$ cat src/hdl/otm_pkg.sv
// ----------------------------------------------------------------------------
// otm_pkg: shared types and constants of the overspeed trip monitor
// Field widths, register indexes, status codes, sequencer states and divider structs.
// ----------------------------------------------------------------------------
package otm_pkg;

   localparam int SpeedW = 20;
   localparam int TicksW = 24;
   localparam int TimerW = 32;
   localparam int ClockW = 28;
   localparam int AccelW = 32;
   localparam int AlimW  = 31;
   localparam int CsrW   = 32;
   localparam int CsrIdxW = 3;
   // magnitude * clock is at most 20 + 28 bits
   localparam int ProdW  = 48;
   // divisor is ticks * 32
   localparam int DenW   = 37;

   typedef enum logic [CsrIdxW-1:0] {
      CSR_OVERSPEED  = 3'd0,
      CSR_ALARM      = 3'd1,
      CSR_SPEED_FAIL = 3'd2,
      CSR_ACCEL      = 3'd3,
      CSR_CLOCK      = 3'd4,
      CSR_WINDOW     = 3'd5,
      CSR_RANGE      = 3'd6
   } csr_index_type;

   typedef enum logic [1:0] {
      STATUS_NORMAL  = 2'd0,
      STATUS_ALARM   = 2'd1,
      STATUS_TRIPPED = 2'd2
   } status_type;

   typedef enum logic [2:0] {
      ST_IDLE,
      ST_READ,
      ST_MEAN,
      ST_AVG,
      ST_DIVIDE,
      ST_CHECK,
      ST_OUT
   } state_type;

   typedef struct packed {
      logic start;
      logic neg;
   } div_ctl_type;

   typedef struct packed {
      logic busy;
      logic done;
   } div_sts_type;

endpackage

$ cat src/hdl/otm_ring.sv
// ----------------------------------------------------------------------------
// otm_ring: sample ring memory with a clearing pass after reset
// One write port, one registered read port.
// ----------------------------------------------------------------------------
module otm_ring #(
   parameter int Depth = 100
) (
   input  logic                          clock,
   input  logic                          reset,
   input  logic [$clog2(Depth)-1:0]      rd_addr,
   output logic [otm_pkg::SpeedW-1:0]    rd_data,
   input  logic                          wr_en,
   input  logic [$clog2(Depth)-1:0]      wr_addr,
   input  logic [otm_pkg::SpeedW-1:0]    wr_data,
   output logic                          clear_done
);
   localparam int AW = $clog2(Depth);

   logic [otm_pkg::SpeedW-1:0] mem [Depth];
   logic [AW-1:0] clr_addr_ff, clr_addr_in;
   logic          clr_busy_ff, clr_busy_in;

   always_comb begin
      clr_addr_in = clr_addr_ff;
      clr_busy_in = clr_busy_ff;
      if (clr_busy_ff) begin
         if (clr_addr_ff == AW'(Depth - 1)) clr_busy_in = 1'b0;
         else clr_addr_in = clr_addr_ff + 1'b1;
      end
   end

   always_ff @(posedge clock) begin
      if (reset) begin
         clr_addr_ff <= '0;
         clr_busy_ff <= 1'b1;
      end else begin
         clr_addr_ff <= clr_addr_in;
         clr_busy_ff <= clr_busy_in;
      end
   end

   // sweep zeros through the memory, then take normal writes
   always_ff @(posedge clock) begin
      if (clr_busy_ff) mem[clr_addr_ff] <= '0;
      else if (wr_en) mem[wr_addr] <= wr_data;
      rd_data <= mem[rd_addr];
   end

   assign clear_done = !clr_busy_ff;
endmodule

$ cat config.mk
export PLATFORM = sky130hd
export DESIGN_NAME = otm_ring
export DESIGN_NICKNAME = d
export VERILOG_FILES = /design/src/hdl/otm_pkg.sv /design/src/hdl/otm_ring.sv
export SDC_FILE = /design/constraint.sdc
export NUM_CORES = 2
export LEC_CHECK = 0
export BUFFER_PORTS_ARGS = -buffer_cell sky130_fd_sc_hd__buf_2
export CORE_ASPECT_RATIO = 0.7
export CORE_UTILIZATION = 57
export CTS_CLUSTER_SIZE = 25
export DETAILED_ROUTE_END_ITERATION = 16
export PLACE_DENSITY = 0.76
export SLEW_MARGIN = 20
export SYNTH_ARGS = -nofsm -noshare
export SYNTH_HDL_FRONTEND = slang
export SYNTH_SLANG_ARGS = --single-unit
export TNS_END_PERCENT = 1
$ cat constraint.sdc
create_clock -name clock -period 4.2 [get_ports clock]
set_clock_uncertainty 0.2 [all_clocks]
set_input_delay 0.84 -clock clock [delete_from_list [all_inputs] [get_ports clock]]
set_output_delay 0.84 -clock clock [all_outputs]
set_load 0.02 [all_outputs]
# Word-level counts from Yosys, hierarchy flattened
# Memory sizes are Yosys's and may differ from the RTL's. A register that Yosys moved wholly into a read port is not among the register bits.
# Index checks and enable logic that the tools add are counted.
[totals] register_bits=8 ramBits=2000 in_bits=37 output_inout_bits=21 elab_cells=19 mem_count=1
[mem_list] memory="mem" words=100 word_bits=20 read_ports=1 rd_ports_with_merged_regs=1 wr=1 line="otm_ring.sv:19" source="logic [otm_pkg::SpeedW-1:0] mem [Depth];"
[op_classes] add_sub_neg=1 eq_ne=1 n_mux=10 bitwise_logic=1 n_reduce_logical=3
[ops] cell="$mux 20" n=1
[ops] cell="$reduce_or 20->1" n=1
[ops] cell="$mux 1" n=8
[ops] cell="$add 7x1->7 const B" n=1
[ops] cell="$eq 7x7->1 const B" n=1
[ops] cell="$mux 7" n=1
[ops] cell="$reduce_and 2->1" n=1
[ops] cell="$logic_not 1->1" n=1
[ops] cell="$not 1->1" n=1

# Logic depth before layout (Yosys ltp)
[depth] word_depth=5 ltp_mapped=12 depth_no_buf=7

# Worst setup path before layout
# No wires, ideal clock.
[synth_path] kind="input -> register" startpoint="in wr_en" endpoint="mem mem[58][0] (netlist name), enable pin" setup_time_ns=0.422 arrival_ns=3.444 t_required_ns=3.578 slack_ns=0.134 path_stages=7 path_buffers=2 path_cell_list="nor2b_1 > clkbuf_1 > clkbuf_1 > nand3b_1 > o21ai_0 > nand3_1 > nor3_1"
[synth_via] elab_chain_len=5 word_cells_on_any_way=6 classes_between="mux (5); reduce/logical (1)"
[synth_rtl] item="start: declaration" line="otm_ring.sv:12" source="input logic wr_en,"
[synth_rtl] item="$mux 1 (*)" line="otm_ring.sv:45" source="else if (wr_en) mem[wr_addr] <= wr_data;"
[synth_rtl] item="$mux 1 (*)" line="otm_ring.sv:44" source="if (clr_busy_ff) mem[clr_addr_ff] <= '0;"
[synth_rtl] item="$mux 1 (implied by the code) (*)" line="otm_ring.sv:45"
[synth_rtl] item="$reduce_or 20->1 (no line)"
[synth_rtl] item="$mux 7 (no line) or $mux 1 (tied branches)"
[synth_rtl] item="end: declaration" line="otm_ring.sv:19"
# Every way passes the cells marked *; elsewhere a longest branch is shown, timed or not.

==> metrics.csv <==
metric;value;unit
fin_ws;0.685;ns
hold_class;in2reg;
clk_latency;0.80;ns
drive_above_1_share;32.4;%
dp_hpwl;129000;um
num_vias;40100;
cts_buffer_depth;3;
cts_tree;done;
layout_common_cells;2000 x edfxtp_1, 507 x mux4_2, 254 x buf_4, 175 x clkbuf_16, 145 x mux2i_1;
path_buf_inv;3;
pre_cts_ws;0.0455;ns
post-route-period-util;83.7;%
drtAntennaViolNets;0;
worst_pin_slew;1.11;ns
antenna_found_initial;11;
area_delta_synth_final;14.1;%
grt_overflow_total;0;
crit_family;multiplexers;
synth_area;78100;um^2
crit_arrival;3.99;ns
worstPathCellList;buf_8 -> buf_12 -> buf_4 -> mux4_2 -> mux4_2 -> mux2i_1 -> nand2_1 -> o21ai_1 -> a21oi_1;
portBuffers;57;
drc;0;
cp-start-kind;input pin;
synth.yosys.seq_area_share;77.6;%
clkTransAtPathRegs;0.06;ns
drtPass1Iterations;6;
fillers;8379;
wl;212000;um
crit_top_cell;mux4_2;
num_rows;113;
die_w;444;um
timing.fmax;284;MHz
hold_violations;0;
ys_seq_elements;2028;
worstPathRequired;4.67;ns
path_class;in2reg;
cts_buffers;174;
synth_cells;3491;
rsz0062_at_grt;false;
core_area;136000;um^2
die_h;312;um
final_common_cell;edfxtp_1;
synth-main-ff-cell;edfxtp_1;
worst_ir_drop_vdd;336;uV
synth-edff-count;2000;
end_kind;flip-flop;
start_util;57.5;%
synth_fp_nets;3529;
postCtsSetupRepairBufs;0;
total_power;39.7;mW
pin_count;58;
crit_path_top_delay_cell;mux2i_1;
slowest_delay;0.57;ns
p_leak;31.0;nW
grt_util_all_layers;31.2;%
tns;0;ns
holdBufCountCts;0;
async_reset_ff_share;0;%
post-route-min-period;3.52;ns
grt_max_degree;101;
drv_cap;0;
hold_ws;0.127;ns
die_area;139000;um^2
relSlewSlack;25.7;%
layout.nets;3927;
clock_sinks;2028;
grt_pass1_vias;39200;
path_max_fanout;54;
wl_per_cell;36.5;um
viasPerCell;6.90;
initialDrtViolationCount;6734;
grt_pass1_wl;299000;um
h-tree-depth;4;
synth_cell_type_count;53;
ys.warnings.count;0;
cts_resized;0;
powerDensity;445;nW/um^2
syn_area_per_cell;22.4;um^2
place.gp.congestion;0.950;
slew_violations;0;
outcome;completed;
cts_root_buffer;clkbuf_16;
finalSetupViolCount;0;
final_util;65.6;%
[final timing paths]
check | from | to | slack, ns | cells after the start
worst min register to register | clr_addr_ff[5]$_SDFFE_PP0P_ | clr_addr_ff[5]$_SDFFE_PP0P_ | 0.37 | 2
worst max register to register | clr_busy_ff$_SDFF_PP1_ | mem[58][13]$_DFFE_PP_ | 0.98 | 6
worst min-delay path | reset | clr_addr_ff[5]$_SDFFE_PP0P_ | 0.13 | 2
worst max-delay path | rd_addr[2] | rd_data[9]$_DFF_P_ | 0.68 | 9
[layer usage]
layer  up-vias  GRT usage, %  part of all wire (%)
met1     20800          45.1                    36
li1      15500             -                     -
met3       481          11.5                    16
met5         -             0                0.0066
met2      3317          43.8                    43
met4         2          11.6                   4.1
[sequential cells by signal, summed over array words and instances (netlist names)]
| signal | count |
|---|---|
| clr_busy_ff | 1 |
| rd_data | 20 |
| clr_addr_ff | 7 |
| mem | 2000 |
[final cells by class]
type / instances / area [um^2] / area share, %
clock inverter: 98 / 872 / 0.979
timing repair buffer: 408 / 4170 / 4.68
clock buffer: 216 / 4540 / 5.10
antenna: 6 / 15.0 / 0.0169
inverter: 8 / 30.0 / 0.0337
tap: 1782 / 2230 / 2.50
multi-input combinational: 1269 / 16600 / 18.6
sequential: 2028 / 60600 / 68.0
[metrics by stage]
stage | instance area, um^2 | std cells
after floorplan | 78100 | 3491
after global placement | 83700 | 5495
after detailed placement | 83700 | 5495
after CTS | 89100 | 5809
after global routing | 89100 | 5809
final | 89100 | 5815
[power breakdown]
| part | internal (mW) | total (mW) | switching (mW) |
|---|---|---|---|
| Clock | 8.55 | 15.7 | 7.16 |
| Sequential | 22.0 | 22.0 | 0.0631 |
| Combinational | 0.770 | 1.91 | 1.14 |
[cells in the mapped netlist (10+ instances only)]
master	n	area share (%)
mux4_2	507	15
nor3_1	13	0.083
clkbuf_1	47	0.23
o21ai_0	30	0.19
mux2i_1	145	1.9
edfxtp_1	2000	77
dfxtp_1	28	0.72
nor2b_1	10	0.080
nor2_1	138	0.66
a22oi_1	37	0.36
nand2b_1	13	0.10
buf_4	35	0.34
mux2_2	22	0.32
a32oi_1	18	0.20
buf_6	30	0.43
nand3_1	27	0.17
a31oi_1	10	0.080
and2_1	30	0.24
a21oi_1	35	0.22
o22ai_1	20	0.16
nand2_1	121	0.58
a221oi_1	12	0.13
buf_2	67	0.43
[worst reg2reg max path, delay by kind of cell, from the launching register on]
family,cells,cell delay (ns)
AO/OA/AOI/OAI,1,0.25
buffers and inverters,1,0.39
AND/OR/NAND/NOR,4,1.62
flip-flops,1,0.40
[cell families (layout without fill, tap and decap cells)]
| family | after synthesis | count (layout) | share of synthesized area (%) |
|---|---|---|---|
| AO/OA/AOI/OAI | 213 | 213 | 1.88 |
| XOR/XNOR | 5 | 5 | 0.0561 |
| adder cells (fa/ha/maj) | 1 | 1 | 0.0160 |
| buffers and inverters | 194 | 730 | 1.50 |
| flip-flops | 2028 | 2028 | 77.6 |
| multiplexers | 674 | 674 | 16.8 |
| other | 0 | 6 | 0 |
| AND/OR/NAND/NOR | 376 | 376 | 2.13 |
Note: power is estimated with default switching activity, not from simulation.
