[src/hdl/otm_pkg.sv]
// ----------------------------------------------------------------------------
// otm_pkg: shared types and constants of the overspeed trip monitor
// Field widths, register indexes, status codes, sequencer states and divider structs.
// ----------------------------------------------------------------------------
package otm_pkg;

   localparam int SpeedW = 20;
   localparam int TicksW = 24;
   localparam int TimerW = 32;
   localparam int ClockW = 28;
   localparam int AccelW = 32;
   localparam int AlimW  = 31;
   localparam int CsrW   = 32;
   localparam int CsrIdxW = 3;
   // magnitude * clock is at most 20 + 28 bits
   localparam int ProdW  = 48;
   // divisor is ticks * 32
   localparam int DenW   = 37;

   typedef enum logic [CsrIdxW-1:0] {
      CSR_OVERSPEED  = 3'd0,
      CSR_ALARM      = 3'd1,
      CSR_SPEED_FAIL = 3'd2,
      CSR_ACCEL      = 3'd3,
      CSR_CLOCK      = 3'd4,
      CSR_WINDOW     = 3'd5,
      CSR_RANGE      = 3'd6
   } csr_index_type;

   typedef enum logic [1:0] {
      STATUS_NORMAL  = 2'd0,
      STATUS_ALARM   = 2'd1,
      STATUS_TRIPPED = 2'd2
   } status_type;

   typedef enum logic [2:0] {
      ST_IDLE,
      ST_READ,
      ST_MEAN,
      ST_AVG,
      ST_DIVIDE,
      ST_CHECK,
      ST_OUT
   } state_type;

   typedef struct packed {
      logic start;
      logic neg;
   } div_ctl_type;

   typedef struct packed {
      logic busy;
      logic done;
   } div_sts_type;

endpackage

[src/hdl/otm_div.sv]
// ----------------------------------------------------------------------------
// otm_div: restoring divider for the acceleration quotient
// One quotient bit per cycle; saturates to the signed 32-bit range.
// ----------------------------------------------------------------------------
module otm_div (
   input  logic                           clock,
   input  logic                           reset,
   input  otm_pkg::div_ctl_type           ctl,
   input  logic [otm_pkg::ProdW-1:0]      dividend,
   input  logic [otm_pkg::DenW-1:0]       divisor,
   output otm_pkg::div_sts_type           sts,
   output logic signed [otm_pkg::AccelW-1:0] result
);
   localparam int PW = otm_pkg::ProdW;
   localparam int DW = otm_pkg::DenW;
   localparam int CW = $clog2(PW + 1);

   logic [PW-1:0] quo_ff, quo_in;
   logic [DW:0]   rem_ff, rem_in;
   logic [DW-1:0] den_ff, den_in;
   logic [CW-1:0] cnt_ff, cnt_in;
   logic          busy_ff, busy_in;
   logic          done_ff, done_in;
   logic          neg_ff, neg_in;
   logic [DW:0]   trial;
   logic [DW:0]   diff;

   always_comb begin
      quo_in  = quo_ff;
      rem_in  = rem_ff;
      den_in  = den_ff;
      cnt_in  = cnt_ff;
      busy_in = busy_ff;
      neg_in  = neg_ff;
      done_in = 1'b0;
      trial   = {rem_ff[DW-1:0], quo_ff[PW-1]};
      diff    = trial - {1'b0, den_ff};
      if (ctl.start) begin
         quo_in  = dividend;
         rem_in  = '0;
         den_in  = divisor;
         cnt_in  = CW'(PW);
         busy_in = 1'b1;
         neg_in  = ctl.neg;
      end else if (busy_ff) begin
         if (!diff[DW]) begin
            rem_in = diff;
            quo_in = {quo_ff[PW-2:0], 1'b1};
         end else begin
            rem_in = trial;
            quo_in = {quo_ff[PW-2:0], 1'b0};
         end
         cnt_in = cnt_ff - 1'b1;
         if (cnt_ff == CW'(1)) begin
            busy_in = 1'b0;
            done_in = 1'b1;
         end
      end
   end

   always_ff @(posedge clock) begin
      if (reset) begin
         busy_ff <= 1'b0;
         done_ff <= 1'b0;
         cnt_ff  <= '0;
      end else begin
         busy_ff <= busy_in;
         done_ff <= done_in;
         cnt_ff  <= cnt_in;
      end
      quo_ff <= quo_in;
      rem_ff <= rem_in;
      den_ff <= den_in;
      neg_ff <= neg_in;
   end

   always_comb begin
      if (neg_ff) begin
         if (|quo_ff[PW-1:31]) result = 32'sh8000_0000;
         else result = -$signed({1'b0, quo_ff[30:0]});
      end else begin
         if (|quo_ff[PW-1:31]) result = 32'sh7FFF_FFFF;
         else result = $signed({1'b0, quo_ff[30:0]});
      end
   end

   assign sts.busy = busy_ff;
   assign sts.done = done_ff;
endmodule

[config.mk]
export PLATFORM = sky130hd
export DESIGN_NAME = otm_div
export DESIGN_NICKNAME = d
export VERILOG_FILES = /design/src/hdl/otm_pkg.sv /design/src/hdl/otm_div.sv
export SDC_FILE = /design/constraint.sdc
export NUM_CORES = 1
export LEC_CHECK = 0
export BUFFER_PORTS_ARGS = -buffer_cell sky130_fd_sc_hd__buf_2
export CAP_MARGIN = 0
export CORE_MARGIN = 2
export CORE_UTILIZATION = 53
export CTS_CLUSTER_SIZE = 40
export DETAILED_ROUTE_END_ITERATION = 10
export PLACE_DENSITY = 0.78
export SLEW_MARGIN = 10
export SYNTH_ARGS = -nofsm -noshare
export SYNTH_HDL_FRONTEND = slang
export SYNTH_SLANG_ARGS = --single-unit
export TNS_END_PERCENT = 100
[constraint.sdc]
create_clock -name clock -period 3.4 [get_ports clock]
set_input_delay 0.68 -clock clock [delete_from_list [all_inputs] [get_ports clock]]
set_output_delay 0.68 -clock clock [all_outputs]
set_load 0.005 [all_outputs]
Yosys cells after proc, flatten, opt, wreduce, memory -nomap -nowiden
Cells that the tools add are included.
Storage, ports and cells
  bits in registers: 131
  output and inout bits: 34
  word-level logic and storage cells: 30
Cells by class
  add/subtract/negate cells: 3
  equality and inequality tests: 1
  mux-type cells: 13
  bitwise operators: 1
  reductions and logical operators: 4
Operator list (count)
  $mux 48: 2
  $mux 32: 2
  $sub 38x37->38: 1
  $mux 37: 1
  $neg 31->32: 1
  $mux 31: 1
  $reduce_or 17->1: 1
  $mux 6: 2
  $eq 6x1->1 const B: 1
  $sub 6x1->6 const B: 1
  $mux 1: 5
  $reduce_or 3->1: 1
  $reduce_bool 2->1: 1
  $reduce_or 2->1: 1
  $not 1->1: 1

Longest topological paths before layout
Gate-level depths: netlist of the first run.
  depth after elaboration: 4
  mapped depth: 13
  mapped depth without buffers: 11

Worst setup path before layout of the first run
OpenSTA, ideal clock, no wires.
  path kind: register -> output
  from: register quo_ff[0]
  to: output result[20] in the netlist's numbering
  arrival time: 2.775 ns
  path slack: -0.055 ns
  cell stages (with the launch flop): 10
  path buffers: 0
  cells stage by stage: edfxtp_1 > inv_1 > ha_1 > or3b_2 > or4b_1 > nor4_1 > nand2_1 > o21ai_0 > nand2_1 > xnor2_1
Between the ends
  word-level cells in the longest chain between the ends: 3
RTL lines
  start, declared: line otm_div.sv:18  | logic [PW-1:0] quo_ff, quo_in;
  start signal, assigned: line otm_div.sv:71  | quo_ff <= quo_in;
  $neg 31->32: line otm_div.sv:80  | else result = -$signed({1'b0, quo_ff[30:0]});
  $mux 32: line otm_div.sv:79  | if (|quo_ff[PW-1:31]) result = 32'sh8000_0000;
  $mux 32: line otm_div.sv:78  | if (neg_ff) begin
  end, declared: line otm_div.sv:12  | output logic signed [otm_pkg::AccelW-1:0] result
Every way passes these cells.

Worst setup path after layout of the first run
  from: register quo_ff[7]
  to: output result[27] in the netlist's numbering
Same word-level chain as after synthesis.

==> flow_metrics.py, run 1 <==
metrics = {
    "sta": {
        "period_share_pct": 119,
        "fin_ws_ns": -0.660,
        "relSlewSlack_pct": 36.2,
        "setup_violations": 20,
        "post-route-min-period_ns": 4.06,
        "finClkSkew_ns": 0.0175,
        "rsz0062_at_grt": "true",
        "finalHoldViolations": 0,
        "whs_ns": 0.423,
        "worst_pin_slew_ns": 0.956,
        "drv_slew": 0,
        "fmax_ghz": 0.246,
    },
    "clock_tree": {
        "cts_tree": "yes",
        "ctsHoldBuffers": 0,
        "cts_buffer_depth": 2,
        "insertion_delay_ns": 0.43,
        "h-tree-depth": 4,
        "cts_buffers": 17,
        "cts.sink_count": 131,
        "clkTransAtPathRegs_ns": 0.06,
        "cts-root-buf": "clkbuf_16",
    },
    "setup_path": {
        "path_class": "flop to output pin",
        "r2r_end": "rem_ff[33]",
        "crit_buf_inv": 1,
        "critPathCaptureType": "output pin",
        "cp-start-kind": "flop",
        "rr_startpoint": "den_ff[7]",
        "crit_path_cell_trace": "nor4_4 > nand4_1 > or3_4 > or4_4 > or3_4 > or3_4 > o41ai_4 > xor2_1 > buf_2",
        "crit_required_ns": 2.72,
        "crit_path_frequent_cell": "or3_4",
        "crit_path_max_fanout": 4,
        "reg2regPathDepth": 10,
        "crit_path_end": "result[27]",
        "crit_cells": 9,
        "crit_path_start": "quo_ff[7]",
        "cpMaxStageDelayCell": "or4_4",
        "max_stage_delay_ns": 0.43,
        "reg2reg_slack_ns": 0.14,
        "crit_family": "simple AND/OR/NAND/NOR gates",
        "critPathArrivalTime_ns": 3.38,
    },
    "synthesis": {
        "synthCells": 941,
        "synthArstFlopShare_pct": 0,
        "synth_seq_cells": 131,
        "synth_top_area_share_pct": 29.9,
        "syn-num-nets": 1071,
        "synth.largest_area_cell": "edfxtp_1",
        "synth_area_per_cell_um2": 9.17,
        "synth_edf_count": 86,
        "ys_warn_count": 0,
        "synthFlopType": "edfxtp_1",
        "synth_cell_types": 77,
        "synth_area_leaders": "edfxtp_1, dfxtp_1, mux2_2",
        "yosysSeqAreaShare_pct": 40.4,
        "netlist_area_um2": 8630,
    },
    "floorplanning": {
        "die_w_um": 132,
        "row_count": 46,
        "start_util_pct": 54.3,
        "dieArea_um2": 17300,
        "core_area_um2": 15900,
        "die_h_um": 132,
        "io-pin-count": 123,
    },
    "placement": {
        "gp_congestion": 0.924,
        "placedInstanceArea_um2": 9780,
        "dp_hpwl_mm": 15.4,
        "numPortBuffers": 122,
    },
    "global_routing": {
        "grt_pass1_vias": 7525,
        "grt-ovfl-total": 0,
        "grt_start_max_net_pins": 67,
        "antenna_found_initial": 0,
        "grt_pass1_wl_mm": 36.5,
        "grtUsageTotal_pct": 25.8,
    },
    "power": {
        "intPower_mw": 3.44,
        "combPwrFrac_pct": 22.5,
        "pwr-share-seq_pct": 41.1,
        "total_leakage_power_nw": 4.38,
        "powerDensity_nw_per_um2": 450,
        "switching_share_pct": 28.4,
        "vdd_drop_max_mv": 0.402,
        "clock_power_share_pct": 36.4,
        "power_switching_mw": 1.36,
    },
    "routing": {
        "totalWireLength_mm": 22.9,
        "vias_per_cell": 6.00,
        "dr.pass1.iters": 5,
        "drt-initial-drc-count": 593,
        "antenna_left": 0,
        "wire_per_inst_um": 17.2,
        "vias": 8000,
        "drc": 0,
    },
    "final_layout": {
        "stdcell_area_um2": 10700,
        "layout_common_cells": "buf_2, nand2_1, edfxtp_1",
        "fin_nets": 1234,
        "area_growth_pct": 23.7,
        "mostFrequentLayoutCell": "buf_2",
        "diodes": 0,
        "final_layout_size_suffix_gt1_share_pct": 29.1,
    },
    "job": {
        "drv_cap": 0,
    },
    "worst_hold_path": {
        "hold_class": "input pin to flop",
    },
    "status": {
        "failed_checks": "setup timing",
        "status": "finished with violations",
    },
}
-- what timing repair did --
item	CTS	global route
pin swaps	12	20
gates resized for setup	35	28
endpoints found under the setup margin	19	25
setup buffers	11	8
-- layout make-up --
type	instances	area (um^2)
tap	216	270
inverter	57	216
clock buffer	27	504
fill	1239	5210
multi-input combinational	696	4860
timing repair buffer	201	1290
clock inverter	5	52.6
sequential	131	3480
-- cell usage after synthesis (all sizes together) (29+ instances only) --
cell type	instances
edfxtp	86
ha	40
a21oi	51
nand3	29
nand2	94
mux2	48
inv	57
o21ai	68
clkbuf	46
dfxtp	45
nor2	80
-- sequential cells by signal (all words and copies together), names as in the netlist --
| register | count |
|---|---|
| done_ff | 1 |
| quo_ff | 48 |
| neg_ff | 1 |
| rem_ff | 37 |
| cnt_ff | 6 |
| den_ff | 37 |
| busy_ff | 1 |
-- worst min-delay path by stage --
stage / startpoint / to / slack [ns] / cells after the start
2_1_floorplan: rem_ff[1] / rem_ff[1] / 0.45 / 2
3_3_place_gp: rem_ff[1] / rem_ff[1] / 0.48 / 2
3_5_place_dp: rem_ff[1] / rem_ff[1] / 0.49 / 2
4_1_cts: divisor[31] / den_ff[31] / 0.41 / 1
5_1_grt: divisor[21] / den_ff[21] / 0.41 / 1
6_report: divisor[31] / den_ff[31] / 0.42 / 1
-- kinds of logic (layout without fill, tap and decap cells) --
| kind of cell | count (synthesis) | count (layout) | share of synthesized area, % |
|---|---|---|---|
| AO/OA/AOI/OAI | 256 | 256 | 20.3 |
| XOR/XNOR | 35 | 35 | 3.55 |
| adder cells (fa/ha/maj) | 41 | 41 | 6.03 |
| buffers and inverters | 114 | 290 | 5.38 |
| flip-flops | 131 | 131 | 40.4 |
| multiplexers | 50 | 50 | 6.50 |
| AND/OR/NAND/NOR | 314 | 314 | 17.8 |
-- power by group through the flow --
stage | clock [mW] | combinational [mW] | sequential, mW
6_report | 1.75 | 1.08 | 1.97
5_1_grt | 1.84 | 1.19 | 1.99
4_1_cts | 1.77 | 1.04 | 1.96
3_5_place_dp | 0 | 1.01 | 1.99
3_3_place_gp | 0 | 0.993 | 1.98
2_1_floorplan | 0 | 0.685 | 1.96
-- per-stage QoR --
stage / power, mW / util, % / std cells / TNS [ns] / setup slack (ns)
6_report: 4.80 / 67.2 / 1333 / -9.03 / -0.660
5_1_grt: 5.02 / 67.2 / 1333 / -11.45 / -0.808
4_1_cts: 4.78 / 66.4 / 1327 / -6.50 / -0.639
3_5_place_dp: 3.00 / 61.6 / 1284 / -2.02 / -0.278
3_3_place_gp: 2.98 / 61.6 / 1284 / -1.28 / -0.151
2_1_floorplan: 2.65 / - / 941 / -0.00811 / -0.00811
-- metal layers --
layer	share of wire [%]	routed length (um)	track usage [%]	up-vias
met5	0	0	0	-
met4	3.0	690	11.4	0
met3	7.5	1710	5.21	62
met2	47	10700	41.4	362
met1	43	9770	33.9	3743
li1	-	-	-	3833
No activity file was read; power rests on OpenSTA's default activity.
==> inputs of run 2 (changes only) <==
--- a/config.mk
+++ b/config.mk
@@ -5,13 +5,14 @@
 export SDC_FILE = /design/constraint.sdc
 export NUM_CORES = 1
 export LEC_CHECK = 0
+export ABC_AREA = 1
 export BUFFER_PORTS_ARGS = -buffer_cell sky130_fd_sc_hd__buf_2
 export CAP_MARGIN = 0
 export CORE_MARGIN = 2
 export CORE_UTILIZATION = 53
 export CTS_CLUSTER_SIZE = 40
 export DETAILED_ROUTE_END_ITERATION = 10
-export PLACE_DENSITY = 0.78
+export PLACE_DENSITY_LB_ADDON = 0.25
 export SLEW_MARGIN = 10
 export SYNTH_ARGS = -nofsm -noshare
 export SYNTH_HDL_FRONTEND = slang
==> run 2 against run 1 <==
- the run now ends clean
- first-iteration DRC count up 17%
- maximum frequency up 26%
- core utilization down 4.4 points
- sequential power down 5%
- critical endpoint is now result[5]
- critical path depth unchanged
- highest routed layer unchanged
- clock power up 6%
- clock-buffer cell count down 8
- flip-flop and latch count unchanged
- wire length up 5.6%
==> flow_metrics.py, run 2 <==
metrics = {
    "status": {
        "status": "complete, no violations",
    },
    "job": {
        "drv_cap": 0,
    },
    "clock_tree": {
        "h-tree-depth": 4,
        "cts_buffers": 17,
        "cts.sink_count": 131,
        "ctsHoldBuffers": 0,
        "cts-root-buf": "clkbuf_16",
        "cts_tree": "yes",
        "cts_buffer_depth": 2,
        "insertion_delay_ns": 0.44,
        "clkTransAtPathRegs_ns": 0.07,
    },
    "sta": {
        "finClkSkew_ns": 0.0113,
        "relSlewSlack_pct": 57.1,
        "period_share_pct": 94.5,
        "finalHoldViolations": 0,
        "post-route-min-period_ns": 3.21,
        "setup_tns_ns": 0,
        "drv_slew": 0,
        "fin_ws_ns": 0.186,
        "rsz0062_at_grt": "false",
        "fmax_ghz": 0.311,
        "worst_pin_slew_ns": 0.643,
        "setup_violations": 0,
    },
    "synthesis": {
        "synth_cell_types": 37,
        "synth.area.mux_share_pct": 0,
        "synth_adder_area_share_pct": 5.56,
        "synth_compound_area_share_pct": 7.11,
        "synth-simple-area-share_pct": 33.7,
        "synth_xor_area_share_pct": 4.49,
        "synth_top_area_share_pct": 27.6,
        "yosysSeqAreaShare_pct": 37.2,
        "ys_warn_count": 0,
        "netlist_area_um2": 9360,
        "synth_area_leaders": "edfxtp_1, nand2_1, inv_1",
        "yosys-top-cells-count": "nand2_1, inv_1, nor2_1",
        "synth.largest_area_cell": "edfxtp_1",
        "synth_edf_count": 86,
        "synthCells": 1400,
        "synthArstFlopShare_pct": 0,
        "synth_area_per_cell_um2": 6.69,
        "post-synth-top-count-cell": "nand2_1",
        "synth_seq_cells": 131,
        "syn-num-nets": 1530,
        "synthFlopType": "edfxtp_1",
        "synth_top_family_by_area": "simple AND/OR/NAND/NOR gates",
    },
    "floorplanning": {
        "core_area_um2": 17300,
        "dieArea_um2": 18700,
        "row_count": 48,
        "io-pin-count": 123,
        "start_util_pct": 54.1,
        "die_w_um": 137,
        "die_h_um": 137,
    },
    "final_layout": {
        "layout_common_cells": "nand2_1, inv_1, buf_2",
        "final_layout_size_suffix_gt1_share_pct": 12.9,
        "area_growth_pct": 16.0,
        "fin_nets": 1650,
        "reg.largest.list": "quo_ff: 48 flops, den_ff: 37 flops, rem_ff: 37 flops",
        "final_cells": 1760,
        "mostFrequentLayoutCell": "nand2_1",
        "stdcell_area_um2": 10900,
        "top_register": "quo_ff",
        "largest_reg_flops": 48,
        "nFillCells": 1619,
    },
    "global_routing": {
        "grt-ovfl-total": 0,
        "grt_start_max_net_pins": 79,
        "grtUsageTotal_pct": 26.8,
        "grt_pass1_wl_mm": 39.5,
        "grt_pass1_vias": 8493,
        "antenna_found_initial": 2,
    },
    "placement": {
        "placedInstanceArea_um2": 10200,
        "dp.cells": 1721,
        "numPortBuffers": 122,
        "dp_hpwl_mm": 18.0,
        "post-place-ws_ns": 0.290,
        "gp_congestion": 0.949,
    },
    "routing": {
        "dr.pass1.iters": 7,
        "totalWireLength_mm": 24.2,
        "drt-initial-drc-count": 692,
        "vias_per_cell": 5.11,
        "wire_per_inst_um": 13.7,
        "antenna_left": 0,
        "drc": 0,
        "vias": 8991,
    },
    "power": {
        "powerDensity_nw_per_um2": 399,
        "total_leakage_power_nw": 5.70,
        "vdd_drop_max_mv": 0.360,
    },
    "setup_path": {
        "crit_path_max_fanout": 7,
        "path_class": "flop to output pin",
        "critPathCaptureType": "output pin",
        "critPathArrivalTime_ns": 2.53,
        "crit_required_ns": 2.72,
        "cp-start-kind": "flop",
    },
    "worst_hold_path": {
        "hold_class": "input pin to flop",
    },
}
[run 2: cell types whose count changed in the layout (fill, tap and decap cells not counted), moves of 22 or more]
cell,delta
inv_1,+192
nand2_1,+405
a311oi_1,-22
nand3_1,+67
mux2_2,-48
buf_4,-57
nor2_1,+40
[run 2: power breakdown]
group,total [mW],internal (mW),switching [mW]
clock network,1.86,1.09,0.768
registers,1.88,1.82,0.0585
logic,0.592,0.207,0.385
total,4.34,3.12,1.21
[run 2: cell families (layout without fill, tap and decap cells)]
kind of cell               after synthesis  count (layout)
and+or+nand+nor                        769             769
buffers and inverters                  285             418
DFF                                    131             131
AOI/OAI and AO/OA                      126             126
xor gates and xnor gates                48              48
adders and majority gates               41              41
other                                    0               2
[run 2: final timing paths]
path	slack (ns)	start	end	cells after the start
setup / recovery	0.19	quo_ff[42]	result[5]	9
hold / removal	0.41	divisor[8]	den_ff[8]	1
hold reg to reg	0.47	rem_ff[14]	rem_ff[14]	2
setup reg to reg	0.69	den_ff[18]	quo_ff[0]	14
[run 2: timing repair]
action                                  4_1_cts  5_1_grt
endpoints found under the setup margin        6       14
gates resized for setup                       2        6
buffers inserted                              0        5
[run 2: stage by stage]
step | util, % | hold WS (ns) | power (mW)
5_1_grt | 62.8 | 0.404 | 4.51
3_3_place_gp | 58.9 | 0.460 | 2.48
3_5_place_dp | 58.9 | 0.462 | 2.49
6_report | 62.8 | 0.415 | 4.34
2_1_floorplan | - | 0.449 | 2.28
4_1_cts | 62.3 | 0.408 | 4.35
[run 2: final cells by class]
cell class | count | area (um^2) | share of cell area [%]
antenna | 2 | 5.00 | 0.0461
clock buffer | 19 | 433 | 3.99
clock inverter | 13 | 151 | 1.39
inverter | 250 | 942 | 8.68
multi-input combinational | 984 | 4790 | 44.2
sequential | 131 | 3480 | 32.1
tap | 225 | 282 | 2.59
timing repair buffer | 136 | 768 | 7.07
[run 2: worst max-delay path, cell delays in order (launching register included)]
cell and delay, ns:
edfxtp_1 0.38, nor2_1 0.13, nand4_1 0.10, nor4_1 0.21, nand2_1 0.30, clkinvlp_4 0.27, nand2_1 0.08, o21ai_0 0.19
xor2_1 0.27, buf_2 0.17
[run 2: metal layers]
metal,vias up,GRT usage (%),wire length [um]
met5,-,0,0
met4,0,8.76,571
met3,49,5.59,1650
met2,308,45.3,11300
met1,4010,34.0,10700
li1,4624,-,-
